$ cat src/hdl/bmm_pkg.sv
package bmm_pkg;

  localparam int WEIGHT_DEPTH = 4096;
  localparam int WEIGHT_AW    = 12;
  localparam int MASK_DEPTH   = 8;
  localparam int QUEUE_DEPTH  = 4;
  localparam int QUEUE_PW     = 2;
  localparam int SUM_W        = 54;

  localparam logic [1:0] OP_WEIGHT = 2'd0;
  localparam logic [1:0] OP_MASK   = 2'd1;
  localparam logic [1:0] OP_VECTOR = 2'd2;
  localparam logic [1:0] OP_RUN    = 2'd3;

  localparam logic [1:0] CFG_ROWS  = 2'd0;
  localparam logic [1:0] CFG_COLS  = 2'd1;
  localparam logic [1:0] CFG_MASK  = 2'd2;
  localparam logic [1:0] CFG_SCALE = 2'd3;

  typedef enum logic [2:0] {
    CMD_NOP,
    CMD_WEIGHT,
    CMD_MASK,
    CMD_VECTOR,
    CMD_RUN
  } cmd_kind_e;

  typedef struct packed {
    cmd_kind_e   kind;
    logic [11:0] index;
    logic [7:0]  value;
  } cmd_t;

  typedef struct packed {
    logic [6:0]  rows;
    logic [6:0]  cols;
    logic        mask_en;
    logic [31:0] scale;
  } cfg_t;

  typedef enum logic [2:0] {
    ST_IDLE,
    ST_ROWS,
    ST_DRAIN,
    ST_SCALE,
    ST_EMIT
  } back_state_e;

endpackage

$ cat src/hdl/bmm_front.sv
module bmm_front
  import bmm_pkg::*;
#(
  parameter int MAX_IN = 64
) (
  input  logic [1:0]  opcode_i,
  input  logic [11:0] index_i,
  input  logic [7:0]  signed_value_i,
  input  logic [7:0]  mask_byte_i,
  output cmd_t        cmd_o,
  output logic        keep_o
);

  always_comb begin
    cmd_o.index = index_i;
    cmd_o.value = signed_value_i;
    case (opcode_i)
      OP_WEIGHT: cmd_o.kind = CMD_WEIGHT;
      OP_MASK: begin
        cmd_o.value = mask_byte_i;
        cmd_o.kind  = (index_i < 12'(MASK_DEPTH)) ? CMD_MASK : CMD_NOP;
      end
      OP_VECTOR: cmd_o.kind = ({1'b0, index_i} < 13'(MAX_IN)) ? CMD_VECTOR : CMD_NOP;
      OP_RUN: cmd_o.kind = CMD_RUN;
      default: cmd_o.kind = CMD_NOP;
    endcase
  end

  assign keep_o = (cmd_o.kind != CMD_NOP);

endmodule

$ cat config.mk
export PLATFORM = sky130hd
export DESIGN_NAME = bmm_front
export DESIGN_NICKNAME = d
export VERILOG_FILES = /design/src/hdl/bmm_pkg.sv /design/src/hdl/bmm_front.sv
export SDC_FILE = /design/constraint.sdc
export NUM_CORES = 1
export LEC_CHECK = 0
export ABC_AREA = 1
export BUFFER_PORTS_ARGS = -buffer_cell sky130_fd_sc_hd__buf_2
export CAP_MARGIN = 0
export CELL_PAD_IN_SITES_DETAIL_PLACEMENT = 0
export CELL_PAD_IN_SITES_GLOBAL_PLACEMENT = 2
export CORE_ASPECT_RATIO = 1.4
export CORE_UTILIZATION = 10
export DETAILED_ROUTE_END_ITERATION = 8
export GPL_TIMING_DRIVEN = 0
export PLACE_DENSITY_LB_ADDON = 0.1
export SKIP_LAST_GASP = 1
export SYNTH_ARGS = -nofsm -noshare
export SYNTH_HDL_FRONTEND = slang
export SYNTH_SLANG_ARGS = --single-unit
$ cat constraint.sdc
create_clock -name vclk -period 1
set_clock_uncertainty 0.05 [all_clocks]
set_input_delay 0.2 -clock vclk [all_inputs]
set_output_delay 0.2 -clock vclk [all_outputs]
set_load 0.1 [all_outputs]
# --- After elaboration in Yosys (flattened, before gate mapping) ---
# Cells that the tools add are included.
# W data, S select, Z words.
word_totals:
  mem_count: 0
  latch_bits: 0
  rom_bits: 0
  register_bits: 0
  mem_bits_rw: 0
classes:
  mux: 4
  n_div: 0
  magnitude_cmp: 2
  n_eq_ne: 3
  shift: 0
  n_addsub: 0
  multipliers: 0
  bitwise_logic: 0
  reduce_logical: 2
ops:
  columns: ["operator", "n"]
  rows:
  - ["$lt A12 B4 Y1 const B", 1]
  - ["$lt A12 B7 Y1 const B", 1]
  - ["$pmux W3 S4", 1]
  - ["$mux W8", 1]
  - ["$eq A2 B2 Y1 const B", 2]
  - ["$mux W2", 2]
  - ["$reduce_bool A3 Y1", 1]
  - ["$eq A2 B1 Y1 const B", 1]
  - ["$logic_not A2 Y1", 1]

# --- Depth between registers and ports, before layout ---
depth:
  ltp_word: 4
  mapped_depth: 6
  mapped_depth_nobuf: 6

# --- Worst setup path after synthesis ---
# Ideal clock, no wire load.
synth_path:
  path_type: "input-to-output"
  startpoint: "input port index_i[6]"
  endpoint: "output port cmd_o[20] in the netlist's numbering"
  cell_stages: 3
  arrival_time_ns: 1.889
  required_time_ns: 0.750
  slack_ns: -1.139
  n_path_buf: 0
  cell_sequence: "nor2_1 -> nand3_1 -> a21oi_1"
synth_rtl:
  columns: ["element", "line_no", "text"]
  rows:
  - ["from (decl)", "bmm_front.sv:7", "input logic [11:0] index_i,"]
  - ["to (decl)", "bmm_front.sv:10", "output cmd_t cmd_o,"]

==> flow_summary_export.csv <==
group,metric,value,unit
outcome,status,"finished with violations",
outcome,violations,"negative setup slack",
timing,whs,715,ps
floorplan,initial_core_util,10.9,%
pwr,power.leakage,0.577,nW
finish,seq_cell_count,0,
critical_path,worstPathRequired,750,ps
global_routing,grt-ovfl-total,0,
timing,post-route-period-util,126,%
flow_run,maxCapViolations,0,
finish,drive_gt1_share,87.5,%
logic_synthesis,synth_area_leader_cell,"nand2_1",
finish,final_common_cell,"buf_2",
floorplan,core,0.00270,sq mm
routing,routed_wl,1260,um
timing,slew_headroom,68.0,%
global_routing,grt_pass1_wl,1680,um
global_routing,grt_start_max_net_pins,10,
routing,first_pass_iters,2,
pwr,total_power,0.945,mW
timing,setup_violations,11,
global_routing,grt_use_total,6.87,%
logic_synthesis,synth_top_area_share,34.6,%
critical_path,cp_max_fo,9,
timing,final_hold_viol_count,0,
finish,seqCellArea,0,sq um
global_routing,antenna_found_initial,0,
floorplan,die_x,47.7,um
finish,area_growth_syn_to_layout,285,%
finish,nets,152,
critical_path,crit_type,"input pin to primary output",
logic_synthesis,synth_area_per_cell,4.88,sq um
routing,wire_per_inst,8.06,um
critical_path,cp.arrival,1010,ps
floorplan,num_rows,22,
routing,ant_nets,0,
critical_path,startpoint_type,"input pin",
place,place_congestion,0.579,
timing,fmax,0.796,GHz
logic_synthesis,ys.warnings.count,0,
logic_synthesis,syn_nets,90,
place,place_area,743,sq um
finish,final_cells,156,
logic_synthesis,ys_top_cells_by_area,"nand2_1 (35%), buf_4 (31%), nor2_1 (9.0%), inv_1 (6.4%), nor2_4 (3.8%)",
routing,num_vias,552,
logic_synthesis,yosysSeqAreaShare,0,%
timing,tightest_slew,484,ps
timing,layout_min_cycle_time,1260,ps
clocking,holdBufCountCts,0,
finish,nFillCells,311,
floorplan,die-area,0.00315,sq mm
place,dp_slack,-687,ps
finish,clockBufferCount,0,
global_routing,grt_pass1_vias,446,
place,placed_cells,147,
timing,worst_slack,-256,ps
finish,multi_input_area,368,sq um
finish,final_cell_mix,"buf_2 (28), buf_4 (26), buf_12 (15)",
floorplan,top_level_ports,54,
logic_synthesis,syn_area,293,sq um
critical_path,setup.worst_path.end_class,"primary output",
routing,drcViolationCount,0,
timing,drv_slew,0,
finish,stdcell_area,0.00113,sq mm
place,portBuffers,51,
finish,antennaDiodeCount,0,
routing,dr.first_iter.drc_count,3,
logic_synthesis,syn_inst,60,
routing,via_per_inst,3.54,
logic_synthesis,yosys.cell_types.count,12,
timing,grt_setup_unrepaired,"yes",
pwr,p_per_area,838,mW/mm^2
pwr,ir_drop,442,uV
place,dp_hpwl,927,um
worst_hold_path,hp-class,"input pin to primary output",
floorplan,die_h,66.0,um
-- where the power goes --
group	internal [mW]	total [mW]	switching, mW
Clock	0	0	0
Sequential	0	0	0
Combinational	0.328	0.945	0.616
-- Yosys cell counts, drive strengths merged --
master  count
nand3       1
inv         7
o21bai      1
buf        12
nor2        9
nand2      28
a21oi       2
-- worst max-delay path, stage by stage --
cell and delay (ps):
buf_12 110, nor2_4 130, buf_12 140, inv_8 50
nand2_4 50, nand2_4 40, nor2_4 100, buf_12 180
-- final timing paths --
kind                            from        end  slack (ps)  depth (start not counted)
worst max-delay path     opcode_i[1]  cmd_o[21]        -260                          8
worst min-delay path  mask_byte_i[6]   cmd_o[6]         710                          4
-- cell families (layout without fill, tap and decap cells) --
logic type	after synthesis	count (layout)	synth area share, %
AOI/OAI and AO/OA	3	3	5.98
buffers and inverters	19	79	40.6
and+or+nand+nor	38	38	53.4
-- layer usage --
metal	vias up	share of wire (%)	global-route usage, %
met5	-	0	0
met4	0	0	0
met3	0	9.1	0.820
met2	32	57	13.3
met1	232	34	7.97
li1	288	-	-
-- cell type report --
class                           count  area share (%)
Tap cell                           36            4.00
Buffer                             12            7.99
Timing Repair Buffer               60            51.4
Multi-Input combinational cell     41            32.6
Inverter                            7            4.00
-- metrics by stage --
step,utilization [%],setup TNS [ps]
2_1_floorplan,-,-973
3_3_place_gp,27.6,-7220
3_5_place_dp,27.6,-7180
4_1_cts,39.5,-2670
5_1_grt,41.8,-2730
6_report,41.8,-2280
-- repair_timing --
| action | CTS | global route |
|---|---|---|
| gates cloned | 1 | 0 |
| hold endpoints to repair | 0 | 0 |
| gates resized for setup | 70 | 16 |
| setup endpoints to repair | 21 | 12 |
| buffers inserted | 5 | 4 |
| pin swaps | 6 | 10 |
(Power assumes the default switching activity.)
