[src/hdl/bmm_pkg.sv]
package bmm_pkg;

  localparam int WEIGHT_DEPTH = 4096;
  localparam int WEIGHT_AW    = 12;
  localparam int MASK_DEPTH   = 8;
  localparam int QUEUE_DEPTH  = 4;
  localparam int QUEUE_PW     = 2;
  localparam int SUM_W        = 54;

  localparam logic [1:0] OP_WEIGHT = 2'd0;
  localparam logic [1:0] OP_MASK   = 2'd1;
  localparam logic [1:0] OP_VECTOR = 2'd2;
  localparam logic [1:0] OP_RUN    = 2'd3;

  localparam logic [1:0] CFG_ROWS  = 2'd0;
  localparam logic [1:0] CFG_COLS  = 2'd1;
  localparam logic [1:0] CFG_MASK  = 2'd2;
  localparam logic [1:0] CFG_SCALE = 2'd3;

  typedef enum logic [2:0] {
    CMD_NOP,
    CMD_WEIGHT,
    CMD_MASK,
    CMD_VECTOR,
    CMD_RUN
  } cmd_kind_e;

  typedef struct packed {
    cmd_kind_e   kind;
    logic [11:0] index;
    logic [7:0]  value;
  } cmd_t;

  typedef struct packed {
    logic [6:0]  rows;
    logic [6:0]  cols;
    logic        mask_en;
    logic [31:0] scale;
  } cfg_t;

  typedef enum logic [2:0] {
    ST_IDLE,
    ST_ROWS,
    ST_DRAIN,
    ST_SCALE,
    ST_EMIT
  } back_state_e;

endpackage

[src/hdl/bmm_queue.sv]
module bmm_queue
  import bmm_pkg::*;
(
  input  logic clk_i,
  input  logic rst_ni,
  input  logic push_i,
  input  cmd_t push_data_i,
  output logic full_o,
  input  logic pop_i,
  output logic valid_o,
  output cmd_t data_o
);

  cmd_t                 slot_q [QUEUE_DEPTH];
  logic [QUEUE_PW-1:0]  wr_ptr_q, wr_ptr_d;
  logic [QUEUE_PW-1:0]  rd_ptr_q, rd_ptr_d;
  logic [QUEUE_PW:0]    count_q, count_d;
  logic                 do_push, do_pop;

  assign full_o  = (count_q == (QUEUE_PW + 1)'(QUEUE_DEPTH));
  assign valid_o = (count_q != '0);
  assign data_o  = slot_q[rd_ptr_q];
  assign do_push = push_i && !full_o;
  assign do_pop  = pop_i && valid_o;

  always_comb begin
    wr_ptr_d = do_push ? wr_ptr_q + 1'b1 : wr_ptr_q;
    rd_ptr_d = do_pop ? rd_ptr_q + 1'b1 : rd_ptr_q;
    count_d  = count_q;
    if (do_push && !do_pop) begin
      count_d = count_q + 1'b1;
    end else if (do_pop && !do_push) begin
      count_d = count_q - 1'b1;
    end
  end

  always_ff @(posedge clk_i or negedge rst_ni) begin
    if (!rst_ni) begin
      wr_ptr_q <= '0;
      rd_ptr_q <= '0;
      count_q  <= '0;
    end else begin
      wr_ptr_q <= wr_ptr_d;
      rd_ptr_q <= rd_ptr_d;
      count_q  <= count_d;
    end
  end

  always_ff @(posedge clk_i) begin
    if (do_push) begin
      slot_q[wr_ptr_q] <= push_data_i;
    end
  end

endmodule

[config.mk]
export PLATFORM = sky130hd
export DESIGN_NAME = bmm_queue
export DESIGN_NICKNAME = d
export VERILOG_FILES = /design/src/hdl/bmm_pkg.sv /design/src/hdl/bmm_queue.sv
export SDC_FILE = /design/constraint.sdc
export NUM_CORES = 1
export LEC_CHECK = 0
export ABC_AREA = 1
export BUFFER_PORTS_ARGS = -buffer_cell sky130_fd_sc_hd__buf_4
export CORE_MARGIN = 2
export CORE_UTILIZATION = 50
export CTS_CLUSTER_DIAMETER = 150
export DETAILED_ROUTE_END_ITERATION = 16
export GPL_TIMING_DRIVEN = 0
export PLACE_DENSITY = 0.76
export SLEW_MARGIN = 20
export SYNTH_ARGS = -nofsm -noshare
export SYNTH_HDL_FRONTEND = slang
export SYNTH_SLANG_ARGS = --single-unit
export TNS_END_PERCENT = 10
[constraint.sdc]
create_clock -name clk_i -period 2.4 [get_ports clk_i]
set_input_delay 0.12 -clock clk_i [delete_from_list [all_inputs] [get_ports clk_i]]
set_output_delay 0.12 -clock clk_i [all_outputs]
set_load 0.005 [all_outputs]
Word-level counts from Yosys, hierarchy flattened. Memory sizes are Yosys's and may differ from the RTL's. Cells that the tools add are included.

Register bits: 7. Bits in latches: 0. Bits in writable memories: 92. ROM bits: 0. Input bits: 27. Output and inout bits: 25. Logic and storage cells: 22. Memories: 1.

Add/sub/neg operators: 4. Multiply operators: 0. Divide/modulo/power cells: 0. Magnitude comparators: 0. Equality and inequality tests: 1. Shifts and indexed selects: 0. Mux-type cells: 4. Bitwise logic cells: 0. Reduce and logical (&&, ||, !) cells: 9.

Memory list: slot_q (depth 4, width 23, read ports 1, clocked after memory_dff 0, wr ports 1, RTL line bmm_queue.sv:14) `cmd_t slot_q [QUEUE_DEPTH];`.

Operators with widths (count): 2-to-1 mux 3 bit (2); adder 2 x 1 -> 2 bit (second input constant) (2); logical AND 1 bit (4); adder 3 x 1 -> 3 bit (second input constant) (1); equality test 3 bit (second input constant) (1); logical NOT 1 bit (3); nonzero test 3 bit (1); subtractor 3 x 1 -> 3 bit (second input constant) (1); 2-to-1 mux 1 bit (2); nonzero test 2 bit (1).

Longest topological paths before layout.
Depth after elaboration: 7. Mapped depth: 12. Mapped depth without buffers: 12.

Least setup slack after synthesis. Ideal clock, no wire load.

Path type: reg-to-reg. Start: reg count_q[0]. End: mem slot_q[0][0] in the netlist's numbering, enable pin. Setup time: 0.403 ns. Arrival time: 1.710 ns. Required time: 1.997 ns. Path slack: 0.288 ns. Stages on the path, launching flop included: 5. Path buffers: 0. Period minus slack after synthesis: 2.112 ns. Path through: dfrtp_1 > inv_1 > nand3_1 > nand2_1 > nor2_1.

Cells in the longest elaborated chain, start to end: 5.

Ends and longest elaborated chain: start: declaration (RTL line bmm_queue.sv:17) `logic [QUEUE_PW:0] count_q, count_d;`; start signal: assignment (RTL line bmm_queue.sv:45) `count_q <= count_d;`; equality test 3 bit (RTL line bmm_queue.sv:20) `assign full_o = (count_q == (QUEUE_PW + 1)'(QUEUE_DEPTH));`; logical NOT 1 bit (RTL line bmm_queue.sv:23) `assign do_push = push_i && !full_o;`; logical AND 1 bit (RTL line bmm_queue.sv:23); 2-to-1 mux 1 bit (RTL line bmm_queue.sv:50) `if (do_push) begin`; 2-to-1 mux 1 bit (not written as such) (RTL line bmm_queue.sv:51) `slot_q[wr_ptr_q] <= push_data_i;`; end: declaration (RTL line bmm_queue.sv:14).

No other way between the ends.

Worst setup path in the final report.
Start: reg count_q[0]. End: reg count_q[1].

Elaborated cells between the ends (all ways): 14. Classes of those cells: 2 x add/sub; 1 x eq/ne; 2 x mux; 9 x reduce/logical.

RTL lines: equality test 3 bit (RTL line bmm_queue.sv:20); logical NOT 1 bit (RTL line bmm_queue.sv:23); logical AND 1 bit (RTL line bmm_queue.sv:23); named net do_push (RTL line bmm_queue.sv:18) `logic do_push, do_pop;`; logical AND 1 bit (RTL line bmm_queue.sv:30) `if (do_push && !do_pop) begin`; 2-to-1 mux 3 bit (RTL line bmm_queue.sv:30); named net count_d[1] (RTL line bmm_queue.sv:17).

The timed path passes the listed nets, and every way through them passes these cells. The select of a mux whose other input is x is not followed. A chain may end at the register's enable or synchronous reset.

==> flow_summary.yaml <==
place:
  port_buffers: 51
  placed_area_mm2: 0.00466
  place_inst: 485
  gp_congestion: 0.726
  dp_hpwl_um: 4890
flow_run:
  drv_cap: 0
sta:
  slew_headroom_pct: 48.4
  slew_violations: 0
  tightestPinTransition_ns: 0.772
  fin_crit_ns: 2.14
  setup_tns_ns: 0
  fin_crit_sh_pct: 89.2
  hold_ws_ns: 0.0124
  setup_viol: 0
  rsz0062_at_grt: "no"
  max_freq_ghz: 0.467
  hold_violations: 0
  final.setup_skew_ns: 0.00830
floorplan:
  initial_core_util_pct: 50.9
  die_w_um: 94.7
  dieArea_mm2: 0.00897
  fp.dieH_um: 94.7
  ios: 52
  rows: 33
  core_area_mm2: 0.00809
cells_and_area:
  area_growth_pct: 23.5
  final_cell_area_mm2: 0.00508
  stdcell_count: 524
  regArea_mm2: 0.00294
  final_util_pct: 62.8
  drive_gt1_share_pct: 19.6
  nFillCells: 678
  fin_nets: 448
  antenna_cells: 0
  multi_input_area_um2: 855
synth:
  synth-edff-count: 92
  netlist_instances: 329
  synth_top_area_share_pct: 67.1
  netlist-cell-type-count: 17
  synth_top_area_cell: "edfxtp_1"
  synth_nets: 362
  avgSynthCellArea_um2: 12.5
  synth_common_cells: "92 x edfxtp_1, 87 x nand2_1, 61 x inv_1"
  yosysWarnings: 0
  ys_seq_elements: 99
  yosys-top-cells-area: "edfxtp_1 67%, o211ai_1 8.4%, nand2_1 7.9%, inv_1 5.6%, dfrtp_1 4.3%"
  synth_top_flop_cell: "edfxtp_1"
  synth_area_mm2: 0.00412
  ys_async_sr_fraction_pct: 7.07
  synth_most_common_cell: "edfxtp_1"
  yosysSeqAreaShare_pct: 71.4
detailed_routing:
  first_pass_iters: 4
  drcViolationCount: 0
  dr.first_iter.drc_count: 208
  wl_per_cell_um: 15.0
  wl_um: 7870
  routed_via_density: 4.93
  ant_nets: 0
  via_count: 2582
clock_tree:
  clock-sinks: 99
  cts_buffer_depth: 2
  clk_pin_slew_worst_paths_ns: 0.09
  clock_latency_ns: 0.36
  cts_root_buf: "clkbuf_8"
  cts_tree: "done"
  h-tree-depth: 3
  cts-buffers-inserted: 9
  ctsResizeCount: 0
  cts_setup_buffers: 0
global_route:
  grt_max_degree: 24
  antenna_found_initial: 0
  use_met1_pct: 24.7
  gr-total-overflow: 0
  met3_usage_pct: 2.71
  grtUsageTotal_pct: 19.1
  grt_use_met2_pct: 31.4
  grt_pass1_vias: 2524
  grt-busiest-layer: "met2"
  grt_pass1_wl_um: 12400
critical_path:
  cp.arrival_ns: 2.38
  crit_required_ns: 2.63
  cp_common_cell: "inv_1"
  cp_slowest_cell: "dfrtp_1"
  critPathKind: "reg -> reg"
  crit_chain: "inv_1 > nand3_1 > nand2_1 > inv_1 > ha_1 > inv_1 > fa_1 > nand2_1 > o21ai_0"
  cpPeakStageDelay_ns: 0.44
  cp-start-kind: "flip-flop"
  critPathCaptureType: "flip-flop"
  path_max_fanout: 7
outcome:
  outcome: "finished clean"
worst_hold_path:
  hold_class: "in -> reg"
power_and_ir_drop:
  p_leak_nw: 2.12
  p_per_area_mw_per_mm2: 1110
  peakVddDrop_v: 0.000604
[kinds of logic (layout without fill, tap and decap cells)]
group           Yosys count  in the layout  synth area share (%)
compound gates           47             47                  8.51
xor+xnor                  1              1                 0.213
fa+ha+maj                 6              6                  2.01
buf+inv                  77            167                  8.57
flops                    99             99                  71.4
simple gates             99             99                  9.30
[final timing paths]
path | startpoint | to | slack (ns) | cells past startpoint
setup / recovery | count_q[0] | count_q[1] | 0.26 | 9
hold / removal | push_i | wr_ptr_q[0] | 0.01 | 3
setup reg to reg | count_q[0] | count_q[1] | 0.26 | 9
hold reg to reg | count_q[2] | count_q[2] | 0.51 | 2
max in group asynchronous | rst_ni | rd_ptr_q[1] | 2.18 | 2
min in group asynchronous | rst_ni | count_q[2] | 0.10 | 2
[area by class of cell]
class / instances / share of cell area (%)
Inverter: 62 / 4.58
Sequential cell: 99 / 57.8
Timing Repair Buffer: 75 / 12.3
Clock inverter: 5 / 1.08
Buffer: 15 / 2.36
Multi-Input combinational cell: 153 / 16.8
Clock buffer: 10 / 2.51
Tap cell: 105 / 2.58
[worst max-delay path: cells and delay by family, from the launching register on]
kind	cells	cell delay [ns]
DFF	1	0.44
adders and majority gates	2	0.65
buffers and inverters	3	0.27
AOI/OAI and AO/OA	1	0.08
and+or+nand+nor	3	0.58
[cell usage in the layout, fill, tap and decap left out, types with 4 or more instances in the layout]
| cell | instances |
|---|---|
| nor2_4 | 4 |
| dfrtp_1 | 7 |
| buf_4 | 53 |
| buf_6 | 7 |
| clkbuf_1 | 4 |
| clkbuf_8 | 9 |
| ha_1 | 5 |
| nand2_1 | 87 |
| edfxtp_1 | 92 |
| dlygate4sd3_1 | 24 |
| inv_1 | 61 |
| o211ai_1 | 46 |
| nand3_1 | 7 |
[per-layer routing]
metal,part of all wire (%),up-vias
met3,4.0,12
li1,-,1292
met2,51,66
met1,43,1212
met5,0,-
met4,1.9,0
[power breakdown]
part,switching (mW),internal [mW],total (mW)
Combinational,1.30,0.961,2.26
Clock,0.539,0.473,1.01
Sequential,0.110,2.28,2.39
[flip-flops by register name, indices dropped and copies added, names as in the netlist]
register / flops
wr_ptr_q: 2
slot_q: 92
rd_ptr_q: 2
count_q: 3
[what timing repair did]
action	CTS	global route
hold buffers	24	0
setup endpoints to repair	0	0
endpoints found under the hold margin	99	0
[through the flow]
stage               power (mW)  setup WS, ns
floorplan                 3.71         0.288
global placement          4.58        -0.447
detailed placement        4.69         0.272
CTS                       5.72         0.233
global route              6.06        0.0934
finish                    5.67         0.259
No activity file was read; power rests on OpenSTA's default activity.
